[config.mk]
export PLATFORM = sky130hd
export DESIGN_NAME = lru_page_replacement_core
export DESIGN_NICKNAME = d
export VERILOG_FILES = /design/src/sv/lrupr_pkg.sv /design/src/sv/lru_page_replacement_core.sv /design/src/sv/lrupr_ctrl.sv /design/src/sv/lrupr_datapath.sv
export SDC_FILE = /design/constraint.sdc
export NUM_CORES = 1
export LEC_CHECK = 0
export ABC_CLOCK_PERIOD_IN_PS = 5100
export BUFFER_PORTS_ARGS = -buffer_cell sky130_fd_sc_hd__buf_2
export CAP_MARGIN = 40
export CORE_AREA = 2 2 204 206
export CTS_BUF_LIST = sky130_fd_sc_hd__clkbuf_4
export DETAILED_ROUTE_END_ITERATION = 16
export DIE_AREA = 0 0 206 208
export PLACE_DENSITY = 0.74
export SKIP_CTS_REPAIR_TIMING = 1
export SYNTH_ARGS = -nofsm -noshare
export SYNTH_HDL_FRONTEND = slang
export SYNTH_SLANG_ARGS = --single-unit
[constraint.sdc]
create_clock -name clk -period 5.1 [get_ports clk]
set_input_delay 1.53 -clock clk [delete_from_list [all_inputs] [get_ports clk]]
set_output_delay 1.53 -clock clk [all_outputs]
set_load 0.03 [all_outputs]
[src/sv/lrupr_pkg.sv]
// ----------------------------------------------------------------------------
// lrupr_pkg
// Shared types and fixed constants of the LRU page replacement core.
// ----------------------------------------------------------------------------
package lrupr_pkg;

    // Fixed field widths of the ports.
    localparam int PAGE_IN_W = 16;
    localparam int CFG_W     = 5;
    localparam int WAY_OUT_W = 4;
    localparam int TOTAL_W   = 32;

    // Reset value of the active way count.
    localparam logic [CFG_W-1:0] WAYS_IN_USE_RESET = 5'd16;

    // Saturation value of the request and fault totals.
    localparam logic [TOTAL_W-1:0] TOTAL_MAX = {TOTAL_W{1'b1}};

    // Commands from the controller to the datapath.
    typedef struct packed {
        logic capture;  // register the lookup of the accepted request
        logic commit;   // write the replacement state and the result
    } lrupr_cmd_t;

endpackage

[src/sv/lru_page_replacement_core.sv]
// ----------------------------------------------------------------------------
// lru_page_replacement_core
// Fully associative page cache with least-recently-used replacement.
// ----------------------------------------------------------------------------
// Latency: a request accepted at one edge is looked up that cycle, updated in
// the next, and its result strobes on done in the cycle after the update.
// A new request is taken only once the update of the register way store is
// over (busy is high during the update); results cannot be stalled.
// Reset: all ways invalid, ranks and totals zero, 16 ways active, no clearing
// pass. A configuration write flushes the ways; totals are kept.
module lru_page_replacement_core
#(
    parameter int WAYS      = 16,
    parameter int PAGE_BITS = 16
)
(
    input  logic                            clk,
    input  logic                            rst_n,
    input  logic                            start,
    output logic                            busy,
    input  logic [lrupr_pkg::PAGE_IN_W-1:0] page_number,
    input  logic                            cfg_valid,
    output logic                            cfg_ready,
    input  logic [lrupr_pkg::CFG_W-1:0]     ways_in_use,
    output logic                            done,
    output logic                            hit,
    output logic [lrupr_pkg::WAY_OUT_W-1:0] way_used,
    output logic [lrupr_pkg::TOTAL_W-1:0]   request_total,
    output logic [lrupr_pkg::TOTAL_W-1:0]   fault_total
);

    lrupr_pkg::lrupr_cmd_t cmd;
    logic                  busy_int;

    lrupr_ctrl u_ctrl
    (
        .clk   (clk),
        .rst_n (rst_n),
        .start (start),
        .busy  (busy_int),
        .cmd   (cmd)
    );

    lrupr_datapath
    #(
        .WAYS      (WAYS),
        .PAGE_BITS (PAGE_BITS)
    )
    u_datapath
    (
        .clk           (clk),
        .rst_n         (rst_n),
        .cmd           (cmd),
        .page_number   (page_number),
        .cfg_write     (cfg_valid && cfg_ready),
        .ways_in_use   (ways_in_use),
        .done          (done),
        .hit           (hit),
        .way_used      (way_used),
        .request_total (request_total),
        .fault_total   (fault_total)
    );

    // Configuration beats are taken between updates and never in the same
    // cycle as a request beat.
    assign busy      = busy_int;
    assign cfg_ready = !busy_int && !start;

endmodule

[src/sv/lrupr_ctrl.sv]
// ----------------------------------------------------------------------------
// lrupr_ctrl
// Two-state sequencer: look up on accept, then update the store.
// ----------------------------------------------------------------------------
module lrupr_ctrl
(
    input  logic                  clk,
    input  logic                  rst_n,
    input  logic                  start,
    output logic                  busy,
    output lrupr_pkg::lrupr_cmd_t cmd
);

    localparam logic ST_IDLE   = 1'b0;
    localparam logic ST_UPDATE = 1'b1;

    logic state_reg;
    logic state_next;

    // Next-state logic.
    always_comb
    begin
        state_next = state_reg;
        case (state_reg)
            ST_IDLE:
            begin
                if (start)
                begin
                    state_next = ST_UPDATE;
                end
            end
            ST_UPDATE:
            begin
                state_next = ST_IDLE;
            end
            default:
            begin
                state_next = ST_IDLE;
            end
        endcase
    end

    // State register.
    always_ff @(posedge clk or negedge rst_n)
    begin
        if (!rst_n)
        begin
            state_reg <= ST_IDLE;
        end
        else
        begin
            state_reg <= state_next;
        end
    end

    // Commands and handshake status.
    assign busy        = (state_reg == ST_UPDATE);
    assign cmd.capture = start && (state_reg == ST_IDLE);
    assign cmd.commit  = (state_reg == ST_UPDATE);

endmodule

[src/sv/lrupr_datapath.sv]
// ----------------------------------------------------------------------------
// lrupr_datapath
// Way store, parallel tag compare, victim selection, rank update and totals.
// ----------------------------------------------------------------------------
module lrupr_datapath
#(
    parameter int WAYS      = 16,
    parameter int PAGE_BITS = 16
)
(
    input  logic                                clk,
    input  logic                                rst_n,
    input  lrupr_pkg::lrupr_cmd_t               cmd,
    input  logic [lrupr_pkg::PAGE_IN_W-1:0]     page_number,
    input  logic                                cfg_write,
    input  logic [lrupr_pkg::CFG_W-1:0]         ways_in_use,
    output logic                                done,
    output logic                                hit,
    output logic [lrupr_pkg::WAY_OUT_W-1:0]     way_used,
    output logic [lrupr_pkg::TOTAL_W-1:0]       request_total,
    output logic [lrupr_pkg::TOTAL_W-1:0]       fault_total
);

    localparam int IDX_W  = (WAYS > 1) ? $clog2(WAYS) : 1;
    localparam int RANK_W = IDX_W;
    localparam int CNT_W  = ($clog2(WAYS + 1) > lrupr_pkg::CFG_W) ?
                            $clog2(WAYS + 1) : lrupr_pkg::CFG_W;
    localparam int KEY_IN_W = (PAGE_BITS < lrupr_pkg::PAGE_IN_W) ?
                              PAGE_BITS : lrupr_pkg::PAGE_IN_W;
    localparam int OUT_W  = (IDX_W < lrupr_pkg::WAY_OUT_W) ? IDX_W : lrupr_pkg::WAY_OUT_W;
    localparam logic [RANK_W-1:0] RANK_MAX = RANK_W'(WAYS - 1);
    localparam logic [CNT_W-1:0]  WAYS_CNT = CNT_W'(WAYS);

    // Lowest set position of a way vector.
    function automatic logic [IDX_W-1:0] first_set(input logic [WAYS-1:0] vec);
        logic [IDX_W-1:0] idx;
        idx = '0;
        for (int w = WAYS - 1; w >= 0; w--)
        begin
            if (vec[w])
            begin
                idx = IDX_W'(w);
            end
        end
        return idx;
    endfunction

    // Way store.
    logic [PAGE_BITS-1:0] page_reg [WAYS];
    logic [WAYS-1:0]      valid_reg;
    logic [RANK_W-1:0]    rank_reg [WAYS];
    logic [lrupr_pkg::CFG_W-1:0] ways_in_use_reg;

    // Lookup results held for the update cycle.
    logic [PAGE_BITS-1:0] key_reg;
    logic                 found_reg;
    logic [IDX_W-1:0]     way_reg;
    logic [RANK_W-1:0]    sel_rank_reg;

    // Totals and result registers.
    logic [lrupr_pkg::TOTAL_W-1:0] req_reg;
    logic [lrupr_pkg::TOTAL_W-1:0] flt_reg;
    logic [lrupr_pkg::TOTAL_W-1:0] req_next;
    logic [lrupr_pkg::TOTAL_W-1:0] flt_next;
    logic                          done_reg;
    logic                          hit_reg;
    logic [lrupr_pkg::WAY_OUT_W-1:0] way_used_reg;
    logic [lrupr_pkg::WAY_OUT_W-1:0] way_used_next;

    // Lookup signals.
    logic [PAGE_BITS-1:0] key_in;
    logic [CNT_W-1:0]     cnt_raw;
    logic [CNT_W-1:0]     cnt_eff;
    logic [CNT_W-1:0]     last_rank;
    logic [WAYS-1:0]      active_vec;
    logic [WAYS-1:0]      match_vec;
    logic [WAYS-1:0]      empty_vec;
    logic [WAYS-1:0]      victim_vec;
    logic                 lk_found;
    logic [IDX_W-1:0]     lk_way;

    // Page key on the stored width.
    always_comb
    begin
        key_in = '0;
        key_in[KEY_IN_W-1:0] = page_number[KEY_IN_W-1:0];
    end

    // Active way count, clamped to one and to the way count.
    always_comb
    begin
        cnt_raw = CNT_W'(ways_in_use_reg);
        if (cnt_raw == '0)
        begin
            cnt_eff = CNT_W'(1);
        end
        else if (cnt_raw > WAYS_CNT)
        begin
            cnt_eff = WAYS_CNT;
        end
        else
        begin
            cnt_eff = cnt_raw;
        end
        last_rank = cnt_eff - CNT_W'(1);
    end

    // Parallel compare over the active ways. Ranks of the valid ways are
    // always distinct, so a full set holds exactly one way of the oldest rank.
    always_comb
    begin
        for (int w = 0; w < WAYS; w++)
        begin
            active_vec[w] = (CNT_W'(w) < cnt_eff);
            match_vec[w]  = active_vec[w] && valid_reg[w] && (page_reg[w] == key_in);
            empty_vec[w]  = active_vec[w] && !valid_reg[w];
            victim_vec[w] = active_vec[w] && valid_reg[w] &&
                            (CNT_W'(rank_reg[w]) == last_rank);
        end
        lk_found = |match_vec;
        if (lk_found)
        begin
            lk_way = first_set(match_vec);
        end
        else if (|empty_vec)
        begin
            lk_way = first_set(empty_vec);
        end
        else
        begin
            lk_way = first_set(victim_vec);
        end
    end

    // Lookup register, loaded when a request is accepted.
    always_ff @(posedge clk)
    begin
        if (cmd.capture)
        begin
            key_reg      <= key_in;
            found_reg    <= lk_found;
            way_reg      <= lk_way;
            sel_rank_reg <= rank_reg[lk_way];
        end
    end

    // Page store, written on a fill.
    always_ff @(posedge clk)
    begin
        if (cmd.commit && !found_reg)
        begin
            page_reg[way_reg] <= key_reg;
        end
    end

    // Valid bits and age ranks; a configuration write flushes them.
    always_ff @(posedge clk or negedge rst_n)
    begin
        if (!rst_n)
        begin
            valid_reg <= '0;
            for (int w = 0; w < WAYS; w++)
            begin
                rank_reg[w] <= '0;
            end
        end
        else if (cfg_write)
        begin
            valid_reg <= '0;
            for (int w = 0; w < WAYS; w++)
            begin
                rank_reg[w] <= '0;
            end
        end
        else if (cmd.commit)
        begin
            for (int w = 0; w < WAYS; w++)
            begin
                if (IDX_W'(w) == way_reg)
                begin
                    valid_reg[w] <= 1'b1;
                    rank_reg[w]  <= '0;
                end
                else if (active_vec[w] && valid_reg[w] && rank_reg[w] != RANK_MAX &&
                         (!found_reg || rank_reg[w] < sel_rank_reg))
                begin
                    rank_reg[w] <= rank_reg[w] + RANK_W'(1);
                end
            end
        end
    end

    // Saturating totals and the reported way.
    always_comb
    begin
        req_next = (req_reg == lrupr_pkg::TOTAL_MAX) ? req_reg :
                   req_reg + lrupr_pkg::TOTAL_W'(1);
        flt_next = (found_reg || flt_reg == lrupr_pkg::TOTAL_MAX) ? flt_reg :
                   flt_reg + lrupr_pkg::TOTAL_W'(1);
        way_used_next = '0;
        way_used_next[OUT_W-1:0] = way_reg[OUT_W-1:0];
    end

    // Configuration register and totals.
    always_ff @(posedge clk or negedge rst_n)
    begin
        if (!rst_n)
        begin
            ways_in_use_reg <= lrupr_pkg::WAYS_IN_USE_RESET;
            req_reg         <= '0;
            flt_reg         <= '0;
            done_reg        <= 1'b0;
        end
        else
        begin
            if (cfg_write)
            begin
                ways_in_use_reg <= ways_in_use;
            end
            if (cmd.commit)
            begin
                req_reg <= req_next;
                flt_reg <= flt_next;
            end
            done_reg <= cmd.commit;
        end
    end

    // Result payload, registered at the update and held until the next update.
    always_ff @(posedge clk)
    begin
        if (cmd.commit)
        begin
            hit_reg      <= found_reg;
            way_used_reg <= way_used_next;
        end
    end

    assign done          = done_reg;
    assign hit           = hit_reg;
    assign way_used      = way_used_reg;
    assign request_total = req_reg;
    assign fault_total   = flt_reg;

    // A miss on a full set finds exactly one oldest way.
    assert property (@(posedge clk) disable iff (!rst_n)
        cmd.capture && !lk_found && !(|empty_vec) |-> $onehot(victim_vec))
        else $error("no unique victim on a full set");

    // A page is resident in at most one active way.
    assert property (@(posedge clk) disable iff (!rst_n)
        cmd.capture |-> $onehot0(match_vec))
        else $error("page resident in more than one way");

    // Faults never outnumber requests.
    assert property (@(posedge clk) disable iff (!rst_n)
        done_reg |-> (flt_reg <= req_reg))
        else $error("fault total above request total");

    // The way just hit or filled is the most recent one.
    assert property (@(posedge clk) disable iff (!rst_n)
        cmd.commit && !cfg_write |=> valid_reg[way_reg] && (rank_reg[way_reg] == '0))
        else $error("updated way is not most recent");

endmodule
==> reports/metrics.yaml, run 1 <==
run_status:
  status: "finished clean"
critical_path:
  rrSetupSlack_ns: 0.29
  cp.arrival_ns: 5.37
  cp_num_buf_inv: 3
  cp_data_required_time_ns: 5.66
  slowest_stage: "dfstp_2"
  cpLargestDelayFamily: "simple AND/OR/NAND/NOR gates"
  crit_cells: 16
  path_class: "register to register"
  cp_common_cell: "buf_4"
  r2r_start: "u_datapath.cnt_raw[4]"
  r2r_end: "u_datapath.sel_rank_reg[3]"
  start_kind: "register"
  crit_path_end_kind: "register"
  crit_chain: "buf_4 -> nand2b_1 -> ha_1 -> nor2b_1 -> a21oi_1 -> buf_4 -> nand3b_1 -> or4_1 -> nand2_1 -> a211oi_1 -> a2111oi_4 -> o21a_1 -> buf_12 -> mux2_2 -> o211ai_1 -> nand4_1"
  reg2regPathDepth: 16
  crit_path_max_fanout: 27
  crit_path_max_incr_delay_ns: 0.78
finish:
  fin_cells: 2906
  multi_input_area_um2: 10400
  ff_latch_area_um2: 12400
  area_growth_pct: 14.1
  drive_gt1_frac: 0.187
  fillers: 3140
  fin_util: 0.658
  fin_nets: 2383
  largest_reg_flops: 256
drt:
  drt-pass1-iter-count: 9
  postRouteAntennaNets: 0
  drt-total-wl_um: 70200
  routed_via_density: 6.19
  vias: 17983
  remaining_drc_errors: 0
  wl_per_cell_um: 24.2
  initialDrtViolationCount: 1917
clocking:
  clk_path_buf_depth: 3
  clkTransAtPathRegs_ns: 0.07
  cts_buffers: 111
  h-tree-depth: 3
  cts_root_buf: "clkbuf_4"
  clock_latency_ns: 0.87
  cts.sinks: 437
  cts_tree: "done"
timing:
  drv_slew: 0
  finalClockSkew_ns: 0.0591
  fmax_mhz: 208
  fin_crit_sh: 0.942
  rsz0062_at_grt: "false"
  worst_pin_slew_ns: 0.974
  finalHoldViolations: 0
  max-slew-margin-rel: 0.351
  setup_viol: 0
  fin_crit_ns: 4.81
floorplan:
  core-area_um2: 40600
  boundaryPins: 97
  dieArea_um2: 42800
  die_x_um: 206
  initial_core_util: 0.577
  rows: 74
  fp.dieH_um: 208
logic_synthesis:
  synth_compound_area_frac: 0.0833
  syn_area_um2: 23400
  ys.warnings.count: 0
  synth_area_leader_cell: "edfxtp_1"
  synth_top_family_by_area: "simple AND/OR/NAND/NOR gates"
  synth-adder-area-share: 0.0364
  synth_top_area_share: 0.367
  synth-seq-cells: 437
  synth_cell_types: 89
  synthCells: 2038
  synthFlopType: "edfxtp_1"
  synth-async-reset-ratio: 0.346
  synth-seq-area-share: 0.529
  synth_nets: 2131
  avgSynthCellArea_um2: 11.5
  yosys.area_share.simple: 0.158
  synth_xor_area_frac: 0.156
  synthTopCellsByArea: "edfxtp_1 37%, dfrtp_1 16%, xor2_1 10%"
  synth_edf_count: 286
  synth_mux_area_frac: 0.0101
worst_hold_path:
  hold_end: "u_datapath.fault_total[19]"
  hold_start: "u_datapath.fault_total[19]"
  hold_path_class: "register to register"
  hold_path_depth: 1
power:
  vdd_drop_max_mv: 0.279
  total_power_uw: 8900
  p_leak_uw: 0.0107
  power_density_nw_per_um2: 334
grt:
  grt_max_degree: 66
  grt_pass1_vias: 17563
  antenna_found_initial: 1
  overflow: 0
  track_usage: 0.331
  grt_first_pass_wirelength_um: 106000
placement:
  numPortBuffers: 96
  gp_congestion: 0.980
  hpwl_um: 49000
  dp_cells: 2709
run:
  drv_cap: 0
==> power breakdown <==
part	total (uW)	internal, uW	switching [uW]	leakage (uW)
registers	4220	3940	284	0.00465
clock network	2990	1530	1460	0.000841
logic	1690	682	1000	0.00521
total	8900	6150	2750	0.0107
==> Yosys cell counts, drive strengths merged (4+ instances only) <==
library cell,number
o211ai,40
nand4b,5
o2111ai,18
and2,10
and4,7
edfxtp,286
o2111a,4
nor3,49
nor4b,5
a21o,27
nand2,166
nor2,102
clkbuf,35
or3b,5
nor2b,17
nor3b,6
o21ai,41
ha,68
xnor2,138
xor2,269
or4,22
a21boi,4
inv,34
dfrtp,150
mux2,21
a211oi,5
nand4,61
or3,6
nor4,81
a22oi,5
nand2b,28
a311oi,11
nand3,81
a21oi,71
o21a,17
and3,28
buf,54
nand3b,12
==> logic make-up after synthesis <==
group / after synthesis
simple gates: 699
flops: 437
xor+xnor: 410
compound gates: 280
buf+inv: 123
fa+ha+maj: 68
mux: 21
==> worst reg2reg max path, cell delays in order (launching register included) <==
cell and delay (ns):
dfstp_2 0.78, buf_4 0.29, nand2b_1 0.16, ha_1 0.45, nor2b_1 0.12, a21oi_1 0.14, buf_4 0.26, nand3b_1 0.10
or4_1 0.65, nand2_1 0.11, a211oi_1 0.07, a2111oi_4 0.33, o21a_1 0.22, buf_12 0.19, mux2_2 0.35, o211ai_1 0.21
nand4_1 0.12
==> layout by cell type (no fill, tap or decap), types with 6 or more instances in the layout <==
cell,Yosys,final
nor4_1,79,79
xnor2_1,137,137
o21ai_0,40,40
a21o_1,27,27
or3_1,6,6
o211ai_1,39,39
buf_12,1,12
buf_2,25,95
o21a_1,17,17
nand2_1,165,165
mux2_2,16,16
a21oi_1,71,71
buf_4,20,113
clkbuf_4,0,158
clkinv_2,0,7
inv_1,34,34
nor2b_1,17,16
nand3b_1,12,12
a311oi_1,11,11
xor2_1,269,269
nand4_1,61,61
or4_1,21,21
nand3_1,81,81
clkinv_1,0,25
edfxtp_1,286,286
ha_1,68,68
and3_1,28,28
nor2_1,101,100
dfrtp_1,150,150
nor3_1,48,48
nand2b_1,28,28
o2111ai_1,18,18
and2_1,9,8
and4_1,7,7
==> metal layers <==
layer	track usage	wire, um
met5	0	0
met4	0.147	3070
met3	0.0695	6010
met2	0.529	33400
met1	0.434	27700
==> layout make-up <==
type                    count  area share
well taps                 532      0.0249
flip-flops and latches    437       0.463
clock inverters            38     0.00867
clock buffers             158      0.0444
repair buffers            228      0.0639
multi-input cells        1478       0.390
inverters                  34     0.00478
diodes                      1   0.0000938
==> worst max path at each step <==
stage	startpoint	to	slack, ns
final	u_datapath.cnt_raw[4]	u_datapath.sel_rank_reg[3]	0.29
after detailed placement	page_number[12]	u_datapath.sel_rank_reg[2]	-0.22
after global routing	u_datapath.cnt_raw[4]	u_datapath.sel_rank_reg[0]	0.03
after global placement	page_number[12]	u_datapath.sel_rank_reg[2]	-0.21
after CTS	u_datapath.cnt_raw[4]	u_datapath.sel_rank_reg[3]	0.24
after floorplan	page_number[5]	u_datapath.sel_rank_reg[0]	0.05
==> stage by stage <==
step	setup slack (ns)	area [um^2]	hold slack [ns]	TNS, ns
6_report	0.294	26700	0.487	0
2_1_floorplan	0.0472	23400	0.424	0
4_1_cts	0.238	26700	0.488	0
3_5_place_dp	-0.219	25300	0.475	-0.824
3_3_place_gp	-0.213	25100	0.472	-0.736
5_1_grt	0.0255	26700	0.502	0
(Power assumes the default switching activity.)
==> inputs of run 2 (changes only) <==
Settings changed: ABC_AREA from default to 1, CORE_AREA 2 2 204 206 to 2 2 205 207, DIE_AREA 0 0 206 208 to 0 0 207 209.
==> run 2 against run 1 <==
First-iteration DRC count rose by 11%; sequential cell count did not move; critical path depth rose by 15; clock skew rose by 0.0019 ns; total power rose by 13%; core utilization fell by 1.8 points; design area fell by 0.98%; clock power barely moved; die area rose by 0.97%; largest cell class unchanged; largest power group unchanged.
==> reports/metrics.yaml, run 2 <==
power:
  vdd_drop_max_mv: 0.243  # was 0.279 mV
  p_leak_uw: 0.0111  # was 0.0107 uW
  pwr-share-clk: 0.299  # was 0.336
  pwr-share-seq: 0.448  # was 0.474
  swShare: 0.351  # was 0.309
  comb_power_share: 0.253  # was 0.189
  power_density_nw_per_um2: 379  # was 334 nW/um^2
  total_power_uw: 10000  # was 8900 uW
  switchingPower_uw: 3510  # was 2750 uW
  p_int_uw: 6500  # was 6150 uW
finish:
  largest_reg_flops: 256  # unchanged
  drive_gt1_frac: 0.164  # was 0.187
  mostFrequentLayoutCell: "nand2_1"  # was edfxtp_1
  final_cell_mix: "429 x nand2_1, 286 x edfxtp_1, 222 x inv_1"  # was 286 x edfxtp_1, 269 x xor2_1, 165 x nand2_1
  area_growth_pct: 12.6  # was 14.1%
  fin_cells: 3293  # was 2906
  fin_nets: 2764  # was 2383
drt:
  vias: 19713  # was 17983
  drt-pass1-iter-count: 6  # was 9
  drt-total-wl_um: 72100  # was 70200 um
  wl_per_cell_um: 21.9  # was 24.2 um
  postRouteAntennaNets: 0  # unchanged
  remaining_drc_errors: 0  # unchanged
  initialDrtViolationCount: 2124  # was 1917
  routed_via_density: 5.99  # was 6.19
clocking:
  cts.sinks: 437  # unchanged
  cts_root_buf: "clkbuf_4"  # unchanged
  h-tree-depth: 3  # unchanged
  cts_buffers: 113  # was 111
  cts_tree: "done"  # unchanged
  clk_path_buf_depth: 3  # unchanged
  clkTransAtPathRegs_ns: 0.07  # about the same
  clock_latency_ns: 0.88  # was 0.87 ns
timing:
  fmax_mhz: 219  # was 208 MHz
  fin_crit_ns: 4.57  # was 4.81 ns
  drv_slew: 0  # unchanged
  finalHoldViolations: 0  # unchanged
  fin_crit_sh: 0.897  # was 0.942
  worst_pin_slew_ns: 0.904  # was 0.974 ns
  rsz0062_at_grt: "false"  # unchanged
  max-slew-margin-rel: 0.397  # was 0.351
  finalClockSkew_ns: 0.0609  # was 0.0591 ns
  finalSetupTns_ns: 0  # unchanged
  setup_viol: 0  # unchanged
floorplan:
  die_x_um: 207  # was 206 um
  fp.dieH_um: 209  # was 208 um
  initial_core_util: 0.568  # was 0.577
  boundaryPins: 97  # unchanged
  dieArea_um2: 43300  # was 42800 um^2
  rows: 75  # was 74
  core-area_um2: 41300  # was 40600 um^2
logic_synthesis:
  synth-seq-area-share: 0.527  # was 0.529
  avgSynthCellArea_um2: 9.60  # was 11.5 um^2
  syn_area_um2: 23500  # was 23400 um^2
  synthCells: 2445  # was 2038
  synth-seq-cells: 437  # unchanged
  synth_edf_count: 286  # unchanged
  ys.warnings.count: 0  # unchanged
  synth_top_area_share: 0.366  # was 0.367
  synth-async-reset-ratio: 0.346  # unchanged
  synth_area_leader_cell: "edfxtp_1"  # unchanged
  synth_cell_types: 52  # was 89
  synthFlopType: "edfxtp_1"  # unchanged
  synth_nets: 2538  # was 2131
  synthTopCellsByArea: "edfxtp_1 37%, dfrtp_1 16%, nand2_1 6.9%"  # was edfxtp_1 37%, dfrtp_1 16%, xor2_1 10%
  synth_most_common_cell: "nand2_1"  # was edfxtp_1
  synthTopCellsByCount: "429 x nand2_1, 286 x edfxtp_1, 222 x inv_1, 218 x nand3_1, 190 x nor2_1"  # was 286 x edfxtp_1, 269 x xor2_1, 165 x nand2_1, 150 x dfrtp_1, 137 x xnor2_1
run_status:
  status: "finished clean"  # unchanged
critical_path:
  crit_path_max_incr_delay_ns: 0.85  # was 0.78 ns
  crit_path_max_fanout: 13  # was 27
  slowest_stage: "ha_1"  # was dfstp_2
  path_class: "register to register"  # unchanged
  crit_path_end_kind: "register"  # unchanged
  cp_data_required_time_ns: 5.74  # was 5.66 ns
  cp_common_cell: "nand2_1"  # was buf_4
  start_kind: "register"  # unchanged
  rrSetupSlack_ns: 0.53  # was 0.29 ns
  cp.arrival_ns: 5.21  # was 5.37 ns
worst_hold_path:
  hold_path_class: "register to register"  # unchanged
grt:
  grt_pass1_vias: 19109  # was 17563
  antenna_found_initial: 5  # was 1
  grt_first_pass_wirelength_um: 109000  # was 106000 um
  track_usage: 0.331  # about the same
  overflow: 0  # unchanged
  grt_max_degree: 53  # was 66
run:
  drv_cap: 0  # unchanged
placement:
  gp_congestion: 1.02  # was 0.980
  numPortBuffers: 96  # unchanged
  hpwl_um: 51800  # was 49000 um
  dp_cells: 3095  # was 2709
run 2: changes by cell type after synthesis, moves of 32 or more:
cell / previous run / this run
inv_1: 34 / 222
nand2_1: 165 / 429
nand3_1: 81 / 218
nand4_1: 61 / 105
nor2_1: 101 / 190
nor4_1: 79 / 37
o21ai_0: 40 / 72
or2_2: 1 / 69
xor2_1: 269 / 116
run 2: power by group through the flow:
stage	Combinational [uW]	Sequential (uW)	Clock (uW)
2_1_floorplan	1640	4500	0
3_3_place_gp	2360	4520	0
3_5_place_dp	2470	4540	0
4_1_cts	2490	4470	3050
5_1_grt	2790	4530	3220
6_report	2530	4490	3000
run 2: final cells by class:
type                    count  area, um^2
inverters                 229         860
clock inverters            23         128
flip-flops and latches    437       12400
clock buffers             170        1280
diodes                      5        12.5
fillers                  3402       14900
well taps                 539         674
multi-input cells        1717        9930
repair buffers            173        1180
run 2: cells by family (layout without fill, tap and decap cells):
group	after synthesis	in the layout	share of synthesized area
flip-flops	437	437	0.527
adder cells (fa/ha/maj)	68	68	0.0363
AO/OA/AOI/OAI	255	255	0.0650
AND/OR/NAND/NOR	1137	1137	0.225
XOR/XNOR	257	257	0.0959
other	0	5	0
buffers and inverters	291	595	0.0510
run 2: routing by layer:
| metal | up-vias | routed length, um | GRT usage |
|---|---|---|---|
| li1 | 8961 | - | - |
| met1 | 9428 | 27500 | 0.419 |
| met2 | 1076 | 33700 | 0.527 |
| met3 | 248 | 6740 | 0.0588 |
| met4 | 0 | 4250 | 0.213 |
| met5 | - | 0 | 0 |
run 2: path summary, 6_finish.rpt:
path                       depth (start not counted)                          from                            to
setup reg to reg                                  31         u_datapath.cnt_raw[3]    u_datapath.sel_rank_reg[1]
max in group asynchronous                          3                         rst_n       u_datapath.rank_reg[57]
min in group asynchronous                          1                         rst_n        u_datapath.rank_reg[4]
hold / removal                                     1  u_datapath.request_total[22]  u_datapath.request_total[22]
setup / recovery                                  31         u_datapath.cnt_raw[3]    u_datapath.sel_rank_reg[1]
hold reg to reg                                    1  u_datapath.request_total[22]  u_datapath.request_total[22]
run 2: through the flow:
| stage | setup WS (ns) | area, um^2 | hold WS [ns] | util |
|---|---|---|---|---|
| finish | 0.528 | 26400 | 0.487 | 0.640 |
| global route | 0.0829 | 26400 | 0.510 | 0.640 |
| CTS | 0.659 | 26400 | 0.485 | 0.640 |
| detailed placement | 0.325 | 25000 | 0.474 | 0.606 |
| global placement | 0.351 | 24900 | 0.478 | 0.604 |
| floorplan | 1.01 | 23500 | 0.464 | - |
run 2: worst max-delay path: cells and delay by family (launching register included):
family / cells / cell delay, ns
buffers and inverters: 1 / 0.19
adder cells (fa/ha/maj): 1 / 0.85
XOR/XNOR: 1 / 0.15
flip-flops: 1 / 0.47
AND/OR/NAND/NOR: 28 / 2.68
